`config.mk`:
```
export PLATFORM = sky130hd
export DESIGN_NAME = bcd_countdown_seven_segment_scan
export DESIGN_NICKNAME = d
export VERILOG_FILES = /design/src/rtl/bcdcd_pkg.sv /design/src/rtl/bcd_countdown_seven_segment_scan.sv
export VERILOG_INCLUDE_DIRS = /design/src /design/src/rtl
export SDC_FILE = /design/constraint.sdc
export NUM_CORES = 1
export LEC_CHECK = 0
export BUFFER_PORTS_ARGS = -buffer_cell sky130_fd_sc_hd__buf_4
export CAP_MARGIN = 20
export CORE_MARGIN = 2
export CORE_UTILIZATION = 50
export CTS_CLUSTER_SIZE = 20
export DETAILED_ROUTE_END_ITERATION = 10
export PLACE_DENSITY = 0.68
export SLEW_MARGIN = 25
export SYNTH_ARGS = -nofsm -noshare
export SYNTH_HDL_FRONTEND = slang
export SYNTH_SLANG_ARGS = --single-unit
```
`constraint.sdc`:
```
create_clock -name clock -period 8.3 [get_ports clock]
set_input_delay 0.83 -clock clock [delete_from_list [all_inputs] [get_ports clock]]
set_output_delay 0.83 -clock clock [all_outputs]
set_load 0.005 [all_outputs]
```
`src/rtl/bcd_countdown_seven_segment_scan_macros.svh`:
```
// ----------------------------------------------------------------------------
// Assertion macros
// Shared property wrappers for the countdown display block.
// ----------------------------------------------------------------------------
`ifndef BCD_COUNTDOWN_SEVEN_SEGMENT_SCAN_MACROS_SVH
`define BCD_COUNTDOWN_SEVEN_SEGMENT_SCAN_MACROS_SVH

// same-cycle implication
`define BCDCD_ASSERT_NOW(label, clk, rst, ante, cons) \
   label: assert property (@(posedge clk) disable iff (rst) (ante) |-> (cons)) \
      else $error("bcdcd assertion failed");

// next-cycle implication
`define BCDCD_ASSERT_NEXT(label, clk, rst, ante, cons) \
   label: assert property (@(posedge clk) disable iff (rst) (ante) |=> (cons)) \
      else $error("bcdcd assertion failed");

`endif

```
`src/rtl/bcdcd_pkg.sv`:
```
// ----------------------------------------------------------------------------
// bcdcd_pkg
// Constants, codes and the segment decoder for the countdown display.
// ----------------------------------------------------------------------------
`default_nettype none

package bcdcd_pkg;

   localparam int SCANS_PER_STEP = 10;
   localparam int DIGITS         = 4;
   localparam int FRAME_LEN      = DIGITS * SCANS_PER_STEP;
   localparam int SLOT_W         = $clog2(FRAME_LEN);

   typedef logic [3:0] digit_type;
   typedef logic [7:0] seg_type;
   typedef logic [3:0] enable_type;

   // request kinds
   localparam logic FUNC_LOAD = 1'b0;
   localparam logic FUNC_TICK = 1'b1;

   // scan positions
   localparam logic [1:0] POS_HUNDREDS = 2'd0;
   localparam logic [1:0] POS_TENS     = 2'd1;
   localparam logic [1:0] POS_ONES     = 2'd2;
   localparam logic [1:0] POS_TENTHS   = 2'd3;

   // active-low digit enables
   localparam enable_type EN_HUNDREDS = 4'hE;
   localparam enable_type EN_TENS     = 4'hD;
   localparam enable_type EN_ONES     = 4'hB;
   localparam enable_type EN_TENTHS   = 4'h7;
   localparam enable_type EN_OFF      = 4'hF;

   localparam seg_type    SEG_DP      = 8'h80;
   localparam seg_type    SEG_BLANK   = 8'h00;
   localparam logic [3:0] STEP_RESET  = 4'd1;

   function automatic seg_type seg_of(input digit_type d);
      seg_type s;
      case (d)
         4'd0:    s = 8'h3F;
         4'd1:    s = 8'h06;
         4'd2:    s = 8'h5B;
         4'd3:    s = 8'h4F;
         4'd4:    s = 8'h66;
         4'd5:    s = 8'h6D;
         4'd6:    s = 8'h7D;
         4'd7:    s = 8'h07;
         4'd8:    s = 8'h7F;
         4'd9:    s = 8'h6F;
         default: s = SEG_BLANK;
      endcase
      return s;
   endfunction

   function automatic digit_type dec1_mod10(input digit_type d);
      return (d == 4'd0) ? 4'd9 : 4'(d - 4'd1);
   endfunction

endpackage

`default_nettype wire

```
`src/rtl/bcd_countdown_seven_segment_scan.sv`:
```
// ----------------------------------------------------------------------------
// bcd_countdown_seven_segment_scan
// Four-digit BCD countdown with a multiplexed seven-segment scan.
//
//   channel  dir  handshake             payload
//   req      in   req_tvalid/tready     tdata start value, tuser load/tick
//   rsp      out  rsp_tvalid/tready     tdata segments+enable, tuser done
//   csr      in   csr_valid/ready       csr_data step
//
// One request per cycle; a tick's result is registered and appears the
// cycle after acceptance, a load gives no result. The single output
// register sets the rate: req_tready falls only while a result is held
// and rsp_tready is low. Synchronous reset blanks the display (done set)
// and sets step to one. csr_ready is always high.
// ----------------------------------------------------------------------------
`default_nettype none
`include "bcd_countdown_seven_segment_scan_macros.svh"

module bcd_countdown_seven_segment_scan (
   input  wire logic        clock,
   input  wire logic        reset,
   input  wire logic        req_tvalid,
   output logic             req_tready,
   input  wire logic [7:0]  req_tdata,   // [7:0] start_value
   input  wire logic        req_tuser,   // [0] func
   output logic             rsp_tvalid,
   input  wire logic        rsp_tready,
   output logic [15:0]      rsp_tdata,   // [7:0] segments, [11:8] digit_enable, rest 0
   output logic             rsp_tuser,   // [0] done_res
   input  wire logic        csr_valid,
   output logic             csr_ready,
   input  wire logic [3:0]  csr_data     // [3:0] step
);
   import bcdcd_pkg::*;

   digit_type          hund_ff, hund_in;
   digit_type          tens_ff, tens_in;
   digit_type          ones_ff, ones_in;
   digit_type          tenth_ff, tenth_in;
   logic [SLOT_W-1:0]  slot_ff, slot_in;
   logic               fin_ff, fin_in;
   logic [3:0]         step_ff, step_in;

   logic               rsp_valid_ff, rsp_valid_in;
   seg_type            seg_ff, seg_in;
   enable_type         en_ff, en_in;
   logic               done_ff, done_in;

   logic               req_fire;
   logic               tick_fire;
   logic               load_fire;
   logic               last_slot;
   logic               all_zero;
   logic [3:0]         step_m;
   logic [4:0]         tenth_sub;
   logic [1:0]         ld_hund;
   logic [6:0]         ld_rem;
   logic [14:0]        ld_prod;
   digit_type          ld_tens;

   assign req_tready = !rsp_valid_ff || rsp_tready;
   assign req_fire   = req_tvalid && req_tready;
   assign tick_fire  = req_fire && (req_tuser == FUNC_TICK);
   assign load_fire  = req_fire && (req_tuser == FUNC_LOAD);
   assign csr_ready  = 1'b1;

   assign last_slot  = (slot_ff == SLOT_W'(FRAME_LEN - 1));
   assign all_zero   = (hund_ff | tens_ff | ones_ff | tenth_ff) == 4'd0;
   assign step_m     = (step_ff >= 4'd10) ? 4'(step_ff - 4'd10) : step_ff;
   assign tenth_sub  = (tenth_ff >= step_m) ? 5'({1'b0, tenth_ff} - {1'b0, step_m})
                                            : 5'({1'b0, tenth_ff} + 5'd10 - {1'b0, step_m});

   // binary to BCD: hundreds by compare, tens by reciprocal multiply
   always_comb begin
      if (req_tdata >= 8'd200) begin
         ld_hund = 2'd2;
         ld_rem  = 7'(req_tdata - 8'd200);
      end else if (req_tdata >= 8'd100) begin
         ld_hund = 2'd1;
         ld_rem  = 7'(req_tdata - 8'd100);
      end else begin
         ld_hund = 2'd0;
         ld_rem  = req_tdata[6:0];
      end
   end
   assign ld_prod = 15'(ld_rem) * 15'd205;
   assign ld_tens = ld_prod[14:11];

   always_comb begin
      hund_in  = hund_ff;
      tens_in  = tens_ff;
      ones_in  = ones_ff;
      tenth_in = tenth_ff;
      slot_in  = slot_ff;
      fin_in   = fin_ff;
      step_in  = csr_valid ? csr_data : step_ff;

      if (load_fire) begin
         hund_in  = {2'b00, ld_hund};
         tens_in  = ld_tens;
         ones_in  = 4'(ld_rem - 7'(ld_tens * 4'd10));
         tenth_in = 4'd0;
         slot_in  = '0;
         fin_in   = 1'b0;
      end else if (tick_fire && !fin_ff) begin
         if (last_slot) begin
            slot_in = '0;
            if (all_zero) begin
               fin_in = 1'b1;
            end else begin
               if ((tens_ff | ones_ff | tenth_ff) == 4'd0) begin
                  hund_in = dec1_mod10(hund_ff);
               end
               if ((ones_ff | tenth_ff) == 4'd0) begin
                  tens_in = dec1_mod10(tens_ff);
               end
               if (tenth_ff == 4'd0) begin
                  ones_in = dec1_mod10(ones_ff);
               end
               tenth_in = tenth_sub[3:0];
            end
         end else begin
            slot_in = SLOT_W'(slot_ff + 1'b1);
         end
      end
   end

   always_comb begin
      if (fin_ff) begin
         seg_in = SEG_BLANK;
         en_in  = EN_OFF;
      end else begin
         case (slot_ff[1:0])
            POS_HUNDREDS: begin
               seg_in = seg_of(hund_ff);
               en_in  = EN_HUNDREDS;
            end
            POS_TENS: begin
               seg_in = seg_of(tens_ff);
               en_in  = EN_TENS;
            end
            POS_ONES: begin
               seg_in = seg_of(ones_ff) | SEG_DP;
               en_in  = EN_ONES;
            end
            POS_TENTHS: begin
               seg_in = seg_of(tenth_ff);
               en_in  = EN_TENTHS;
            end
            default: begin
               seg_in = SEG_BLANK;
               en_in  = EN_OFF;
            end
         endcase
      end
      done_in = fin_in;
   end

   assign rsp_valid_in = tick_fire ? 1'b1 : (rsp_tready ? 1'b0 : rsp_valid_ff);

   always_ff @(posedge clock) begin
      if (reset) begin
         hund_ff      <= '0;
         tens_ff      <= '0;
         ones_ff      <= '0;
         tenth_ff     <= '0;
         slot_ff      <= '0;
         fin_ff       <= 1'b1;
         step_ff      <= STEP_RESET;
         rsp_valid_ff <= 1'b0;
      end else begin
         hund_ff      <= hund_in;
         tens_ff      <= tens_in;
         ones_ff      <= ones_in;
         tenth_ff     <= tenth_in;
         slot_ff      <= slot_in;
         fin_ff       <= fin_in;
         step_ff      <= step_in;
         rsp_valid_ff <= rsp_valid_in;
      end
   end

   always_ff @(posedge clock) begin
      if (tick_fire) begin
         seg_ff  <= seg_in;
         en_ff   <= en_in;
         done_ff <= done_in;
      end
   end

   assign rsp_tvalid = rsp_valid_ff;
   assign rsp_tdata  = {4'b0000, en_ff, seg_ff};
   assign rsp_tuser  = done_ff;

   `BCDCD_ASSERT_NOW(a_slot_range, clock, reset, 1'b1, slot_ff < SLOT_W'(FRAME_LEN))
   `BCDCD_ASSERT_NOW(a_digits_bcd, clock, reset, 1'b1,
      hund_ff <= 4'd9 && tens_ff <= 4'd9 && ones_ff <= 4'd9 && tenth_ff <= 4'd9)
   `BCDCD_ASSERT_NEXT(a_load_starts, clock, reset, load_fire,
      !fin_ff && slot_ff == '0 && tenth_ff == 4'd0)
   `BCDCD_ASSERT_NOW(a_blank_is_done, clock, reset,
      rsp_valid_ff && en_ff == EN_OFF, done_ff && seg_ff == SEG_BLANK)

endmodule

`default_nettype wire

```
==> metrics.cfg, run 1 <==
[sta]
slew_violations = 0
fin_crit_ns = 6.94
rsz0062_at_grt = false
tightest_slew_ns = 0.737
fin_crit_sh_pct = 83.6
max_slew_margin_pct = 50.9
finalSetupViolCount = 0
hold_viol = 0
clock.fmax_ghz = 0.144
skew_ns = 0.0189
fin_setup_tns_ns = 0

[floorplan]
initial_core_util_pct = 51.0
dieArea_mm2 = 0.0107
io_pins = 38
die_height_um = 103
dieWidth_um = 103
core_area_mm2 = 0.00968
fp-row-count = 36

[yosys]
synthMuxAreaShare_pct = 3.55
ys_seq_elements = 62
synth-compound-area-share_pct = 17.3
ys_top_cells_by_area = dfxtp_1 20%, ha_1 20%, edfxtp_1 7.9%
synth_top_family_by_area = adder cells
ys_types = 67
yosysTopAreaCell = dfxtp_1
synth_edf_count = 13
synth_fa_ha_area_share_pct = 24.4
seq_area_frac_synth_pct = 27.8
synth_flop_cell = dfxtp_1
async_reset_ff_share_pct = 0
ys_warn_count = 0
synthSimpleGateAreaFrac_pct = 16.5
netlist_instances = 551
synth_top_area_share_pct = 19.9
synthXorXnorAreaFrac_pct = 3.73
syn_area_per_cell_um2 = 8.96
netlist_area_mm2 = 0.00494

[final_layout]
post-route-util_pct = 56.3
fin_cells = 715
layout-drive-gt1-share_pct = 12.0
stdcell_area_mm2 = 0.00545
antennaDiodeCount = 0
area_growth_pct = 10.4
nets = 684

[critical_path]
crit_start = req_tdata[2]
crit_type = input port to register
startpoint_type = input port
worstRegToRegCells = 12
cp.arrival_ns = 7.20
end_kind = register
cp.required_ns = 8.56
path_max_fanout = 7
timing.rr.start = slot_ff[0]$_SDFFE_PP0P_
r2r_setup_slack_ns = 4.63

[power]
leakagePower_nw = 2.48
vdd_drop_max_mv = 0.145
power_density_mw_per_mm2 = 221
p_total_mw = 1.21

[global_routing]
grt_max_degree = 23
grt_pass1_wl_mm = 16.8
antenna_found_initial = 0
overflow = 0
grt_pass1_vias = 3585
grt_util_all_layers_pct = 20.5

[routing]
num_vias = 3815
wirelength_mm = 10.4
wire_per_inst_um = 14.5
final_antenna_net_count = 0
routed_via_density = 5.34
drtIter0Drc = 134
firstDrtPassIters = 4
drc = 0

[clocking]
cts-htree-levels = 3
numCtsBuffers = 9
clkTransAtPathRegs_ns = 0.08
cts_resized = 0
cts_buffer_depth = 2
cts_hold_buf = 0
clockRootBuffer = clkbuf_8
clock_latency_ns = 0.35
cts_tree = done
post_cts_buffers = 0
cts_sinks = 62

[hold_path]
min_path_type = register to register
hp-start = step_ff[0]$_SDFFE_PP1P_
hold_depth = 2

[placement]
port_buffers = 32
placed_area_mm2 = 0.00526
gp_congestion = 0.880
dpl.cell_count = 699
dp_hpwl_mm = 8.36

[status]
outcome = finished clean

[run]
maxCapViolations = 0

==> kinds of logic (layout without fill, tap and decap cells) <==
family	after synthesis	after routing
muxes	17	17
DFF	62	62
AOI/OAI and AO/OA	121	121
and+or+nand+nor	161	161
other	2	5
xor gates and xnor gates	21	21
buffers and inverters	78	106
adders and majority gates	89	89
==> cell type report <==
| class | count | area [µm²] |
|---|---|---|
| multi-input cells | 414 | 3250 |
| flip-flops and latches | 62 | 1370 |
| clock buffers | 10 | 149 |
| repair buffers | 35 | 263 |
| fillers | 875 | 4230 |
| well taps | 133 | 166 |
| clock inverters | 6 | 48.8 |
| inverters | 55 | 206 |
==> critical path, cell delays in order <==
cell and delay [ns]:
buf_4 0.14, inv_1 0.13, ha_1 0.18, nand2b_1 0.11, a221oi_2 0.42, nor2_1 0.19
a22oi_1 0.29, xnor2_1 0.21, ha_1 0.32, fa_1 0.49, ha_1 0.29, inv_1 0.05
fa_1 0.50, inv_1 0.04, ha_1 0.33, o21a_1 0.21, o21a_1 0.11, nor2_1 0.12
a311oi_1 0.10, nand4b_1 0.24, ha_1 0.23, fa_1 0.38, xnor2_1 0.18, xnor2_1 0.15
xnor2_1 0.16, mux2i_1 0.28, and2_1 0.28, mux2i_1 0.22
==> synth_stat cells, drive strengths merged, types with 4 or more instances <==
cell	instances
o21ai	19
clkbuf	10
edfxtp	13
nor2	61
nand2	35
and2	7
nand2b	8
nor2b	6
ha	77
a31oi	7
inv	55
mux2	4
a211oi	14
xnor2	14
nor3	9
nand4	8
buf	13
nor4	6
a21o	8
dfxtp	49
a21oi	33
mux2i	13
fa	12
nand3	4
xor2	7
a22oi	6
==> cells in the final DEF, fill, tap and decap left out, types with 4 or more instances in the layout <==
cell type and n:
a211oi_1 14, a21o_1 8, a21oi_1 32, a22oi_1 6, a31oi_1 6, and2_1 7
buf_4 35, clkbuf_8 9, conb_1 5, dfxtp_1 49, edfxtp_1 13, fa_1 12
ha_1 77, inv_1 55, mux2i_1 13, nand2_1 34, nand2b_1 8, nand3_1 4
nand4_1 8, nor2_1 61, nor2b_1 6, nor3_1 9, nor4_1 5, o21ai_0 19
xnor2_1 14, xor2_1 7
==> metrics by stage <==
step           hold slack (ns)  setup slack, ns
2_1_floorplan            0.446             1.73
3_3_place_gp             0.463             1.23
3_5_place_dp             0.482             1.01
4_1_cts                  0.502             1.36
5_1_grt                  0.518            0.713
6_report                 0.503             1.36
==> worst min path at each step <==
stage / endpoint / slack, ns
finish: step_ff[0]$_SDFFE_PP1P_ / 0.50
detailed placement: step_ff[0]$_SDFFE_PP1P_ / 0.48
floorplan: step_ff[0]$_SDFFE_PP1P_ / 0.45
global route: step_ff[0]$_SDFFE_PP1P_ / 0.52
global placement: step_ff[0]$_SDFFE_PP1P_ / 0.46
CTS: step_ff[0]$_SDFFE_PP1P_ / 0.50
==> report_power, final <==
part	switching [mW]	leakage [nW]	internal, mW
combinational	0.322	1.86	0.247
clock	0.131	0.105	0.131
sequential	0.0251	0.515	0.349
==> metal layers <==
metal	up-vias	global-route usage, %	share of wire (%)
met5	-	0	0
met4	0	7.29	1.7
met3	12	3.90	3.3
met2	68	35.1	49
met1	1762	25.7	47
li1	1973	-	-
Note: power is estimated with default switching activity, not from simulation.
==> inputs of run 2 (changes only) <==
--- a/config.mk
+++ b/config.mk
@@ -6,6 +6,7 @@
 export SDC_FILE = /design/constraint.sdc
 export NUM_CORES = 1
 export LEC_CHECK = 0
+export ABC_AREA = 1
 export BUFFER_PORTS_ARGS = -buffer_cell sky130_fd_sc_hd__buf_4
 export CAP_MARGIN = 20
 export CORE_MARGIN = 2
==> constraint.sdc (replaced) <==
create_clock -name clock -period 7.05 [get_ports clock]
set_input_delay 0.705 -clock clock [delete_from_list [all_inputs] [get_ports clock]]
set_output_delay 0.705 -clock clock [all_outputs]
set_load 0.005 [all_outputs]
==> metrics.cfg, run 2 <==
[final_layout]
antennaDiodeCount = 0  ; unchanged
nets = 804  ; +18%
layout_common_cells = 151 x nand2_1, 91 x inv_1, 77 x ha_1, 49 x dfxtp_1, 33 x a21oi_1
multi_input_area_mm2 = 0.00336  ; +3.4%
regArea_mm2 = 0.00137  ; unchanged
area_growth_pct = 10.6
layout-drive-gt1-share_pct = 16.0  ; +3.9 points
final_common_cell = nand2_1
n_fill_cell = 923  ; +5.5%

[yosys]
synth_edf_count = 13  ; unchanged
ys_warn_count = 0  ; unchanged
netlist_instances = 663  ; +20%
synth_flop_cell = dfxtp_1
yosysMostFrequentCell = nand2_1
async_reset_ff_share_pct = 0  ; unchanged
ys_types = 56  ; -16%
ys_seq_elements = 62  ; unchanged
syn_area_per_cell_um2 = 7.83  ; -13%
synth_top_area_share_pct = 18.9  ; -0.96 points
ys_top_cells_by_area = dfxtp_1 19%, ha_1 19%, nand2_1 11%
yosysTopAreaCell = dfxtp_1
seq_area_frac_synth_pct = 26.4  ; -1.3 points
netlist_area_mm2 = 0.00519  ; +5.1%
synth_commonest_cells = 151 x nand2_1, 91 x inv_1, 77 x ha_1, 49 x dfxtp_1, 33 x a21oi_1

[sta]
setup_slack_ns = 0.714  ; -0.647 ns
clock.fmax_ghz = 0.158
rsz0062_at_grt = false
holdWs_ns = 0.498  ; -0.00429 ns
fin_crit_sh_pct = 89.9
fin_setup_tns_ns = 0  ; unchanged
skew_ns = 0.00821  ; -0.0107 ns
tightest_slew_ns = 0.645  ; -0.0914 ns
hold_viol = 0  ; unchanged
fin_crit_ns = 6.34
max_slew_margin_pct = 56.9  ; +6.0 points
slew_violations = 0  ; unchanged
finalSetupViolCount = 0  ; unchanged

[placement]
dp_slack_ns = 0.410  ; -0.602 ns
dp_hpwl_mm = 8.84  ; +5.7%
port_buffers = 32  ; unchanged
gp_congestion = 0.884  ; +0.47%

[critical_path]
slowest_delay_ns = 0.50  ; about the same
cp_num_cells = 38  ; +36%
critical_path_buf_inv_count = 9  ; +5
crit_type = input port to register
slowest_stage = fa_1
crit_top_cell = nand2_1
end_kind = register
worstRegToRegCells = 16  ; +4
cp.required_ns = 7.29  ; -1.27 ns
cp_top_family = adder cells
startpoint_type = input port
cp.arrival_ns = 6.57  ; -0.63 ns
path_max_fanout = 8  ; +1

[global_routing]
grt_util_all_layers_pct = 20.6  ; +0.16 points
grt_pass1_vias = 4255  ; +19%
grt_pass1_wl_mm = 18.9  ; +13%
overflow = 0  ; unchanged
grt_max_degree = 19  ; -17%
antenna_found_initial = 0  ; unchanged

[clocking]
cts_buffer_depth = 2  ; unchanged
clockRootBuffer = clkbuf_8
clock_latency_ns = 0.34  ; about the same
cts_sinks = 62  ; unchanged
post_cts_buffers = 0  ; unchanged
cts-htree-levels = 3  ; unchanged
cts_resized = 0  ; unchanged
numCtsBuffers = 9  ; unchanged
cts_hold_buf = 0  ; unchanged
clkTransAtPathRegs_ns = 0.08  ; about the same
cts_tree = done

[floorplan]
initial_core_util_pct = 50.9  ; about the same
dieWidth_um = 106  ; +2.4%
die_height_um = 106  ; +2.4%
core_area_mm2 = 0.0102  ; +5.2%
fp-row-count = 37  ; +2.8%
dieArea_mm2 = 0.0112  ; +4.9%
io_pins = 38  ; unchanged

[power]
p_switching_mw = 0.582  ; +22%
vdd_drop_max_mv = 0.225  ; +55%
combPwrFrac_pct = 47.6  ; +0.4 points
power_density_mw_per_mm2 = 242  ; +9.5%
leakagePower_nw = 2.87  ; +16%
p_int_mw = 0.807  ; +11%
pwr-share-clk_pct = 22.7  ; +1.0 points
switching_share_pct = 41.9  ; +2.2 points
pwr-share-seq_pct = 29.7  ; -1.3 points

[routing]
num_vias = 4345  ; +14%
final_antenna_net_count = 0  ; unchanged
drtIter0Drc = 226  ; +69%
drc = 0  ; unchanged
firstDrtPassIters = 5  ; +1
routed_via_density = 5.18  ; -2.8%
wirelength_mm = 10.9  ; +4.9%
wire_per_inst_um = 13.0  ; -10%

[run]
maxCapViolations = 0  ; unchanged

[status]
outcome = finished clean

[hold_path]
min_path_type = register to register
hold_depth = 2  ; unchanged

-- run 2: cell types whose count changed after synthesis, sizes merged, moves of 12 or more --
cell,change
o21ai,+17
xnor2,-12
a211oi,-13
nor2,-22
inv,+48
mux2i,-13
nand3,+37
nand2,+131
-- run 2: cell type report --
class,instances,share of cell area [%]
clock inverter,7,1.26
timing repair buffer,32,4.19
multi-input combinational,486,58.5
inverter,106,7.02
sequential,62,23.9
tap,136,2.96
clock buffer,9,2.16
-- run 2: logic make-up (layout without fill, tap and decap cells) --
| group | after synthesis | in the layout | share of synthesized area (%) |
|---|---|---|---|
| xor gates and xnor gates | 8 | 8 | 1.35 |
| AOI/OAI and AO/OA | 107 | 107 | 12.8 |
| other | 2 | 5 | 0.145 |
| adders and majority gates | 89 | 89 | 23.2 |
| DFF | 62 | 62 | 26.4 |
| buffers and inverters | 118 | 154 | 9.07 |
| and+or+nand+nor | 277 | 277 | 27.0 |
-- run 2: worst paths after layout --
path                                              start                       to  slack (ns)
worst max-delay path                       req_tdata[3]                 register        0.71
worst min-delay path            step_ff[0]$_SDFFE_PP1P_  step_ff[0]$_SDFFE_PP1P_        0.50
worst max register to register  step_ff[1]$_SDFFE_PP0P_                 register        3.69
worst min register to register  step_ff[0]$_SDFFE_PP1P_  step_ff[0]$_SDFFE_PP1P_        0.50
-- run 2: power groups by stage --
stage	clock [mW]	sequential [mW]	combinational, mW
2_1_floorplan	0	0.416	0.509
3_3_place_gp	0	0.421	0.641
3_5_place_dp	0	0.421	0.661
4_1_cts	0.318	0.413	0.665
5_1_grt	0.333	0.416	0.771
6_report	0.315	0.413	0.661
-- run 2: worst reg2reg max path, cell delays in order, from the launching register on --
cell	delay [ns]
dfxtp_1	0.37
inv_1	0.08
ha_1	0.29
a22o_1	0.24
ha_1	0.21
fa_1	0.37
a31oi_1	0.40
xor2_1	0.12
nand2_1	0.08
o21ai_0	0.14
nor2_1	0.25
inv_1	0.14
ha_1	0.19
or2_1	0.23
o21ai_1	0.08
nand2_1	0.06
nand2_1	0.05
-- run 2: routing by layer --
| layer | GRT usage [%] | part of all wire (%) | vias to the layer above |
|---|---|---|---|
| li1 | - | - | 2232 |
| met1 | 26.1 | 47 | 1990 |
| met2 | 35.7 | 48 | 95 |
| met3 | 2.91 | 3.4 | 28 |
| met4 | 7.71 | 2.1 | 0 |
| met5 | 0 | 0 | - |
-- run 2: stage by stage --
stage	power (mW)	instances	utilization [%]	cell area [µm²]
detailed placement	1.08	822	54.4	5540
finish	1.39	838	56.4	5740
global placement	1.06	822	54.4	5540
global route	1.52	838	56.4	5740
CTS	1.40	838	56.4	5740
floorplan	0.925	666	-	5200
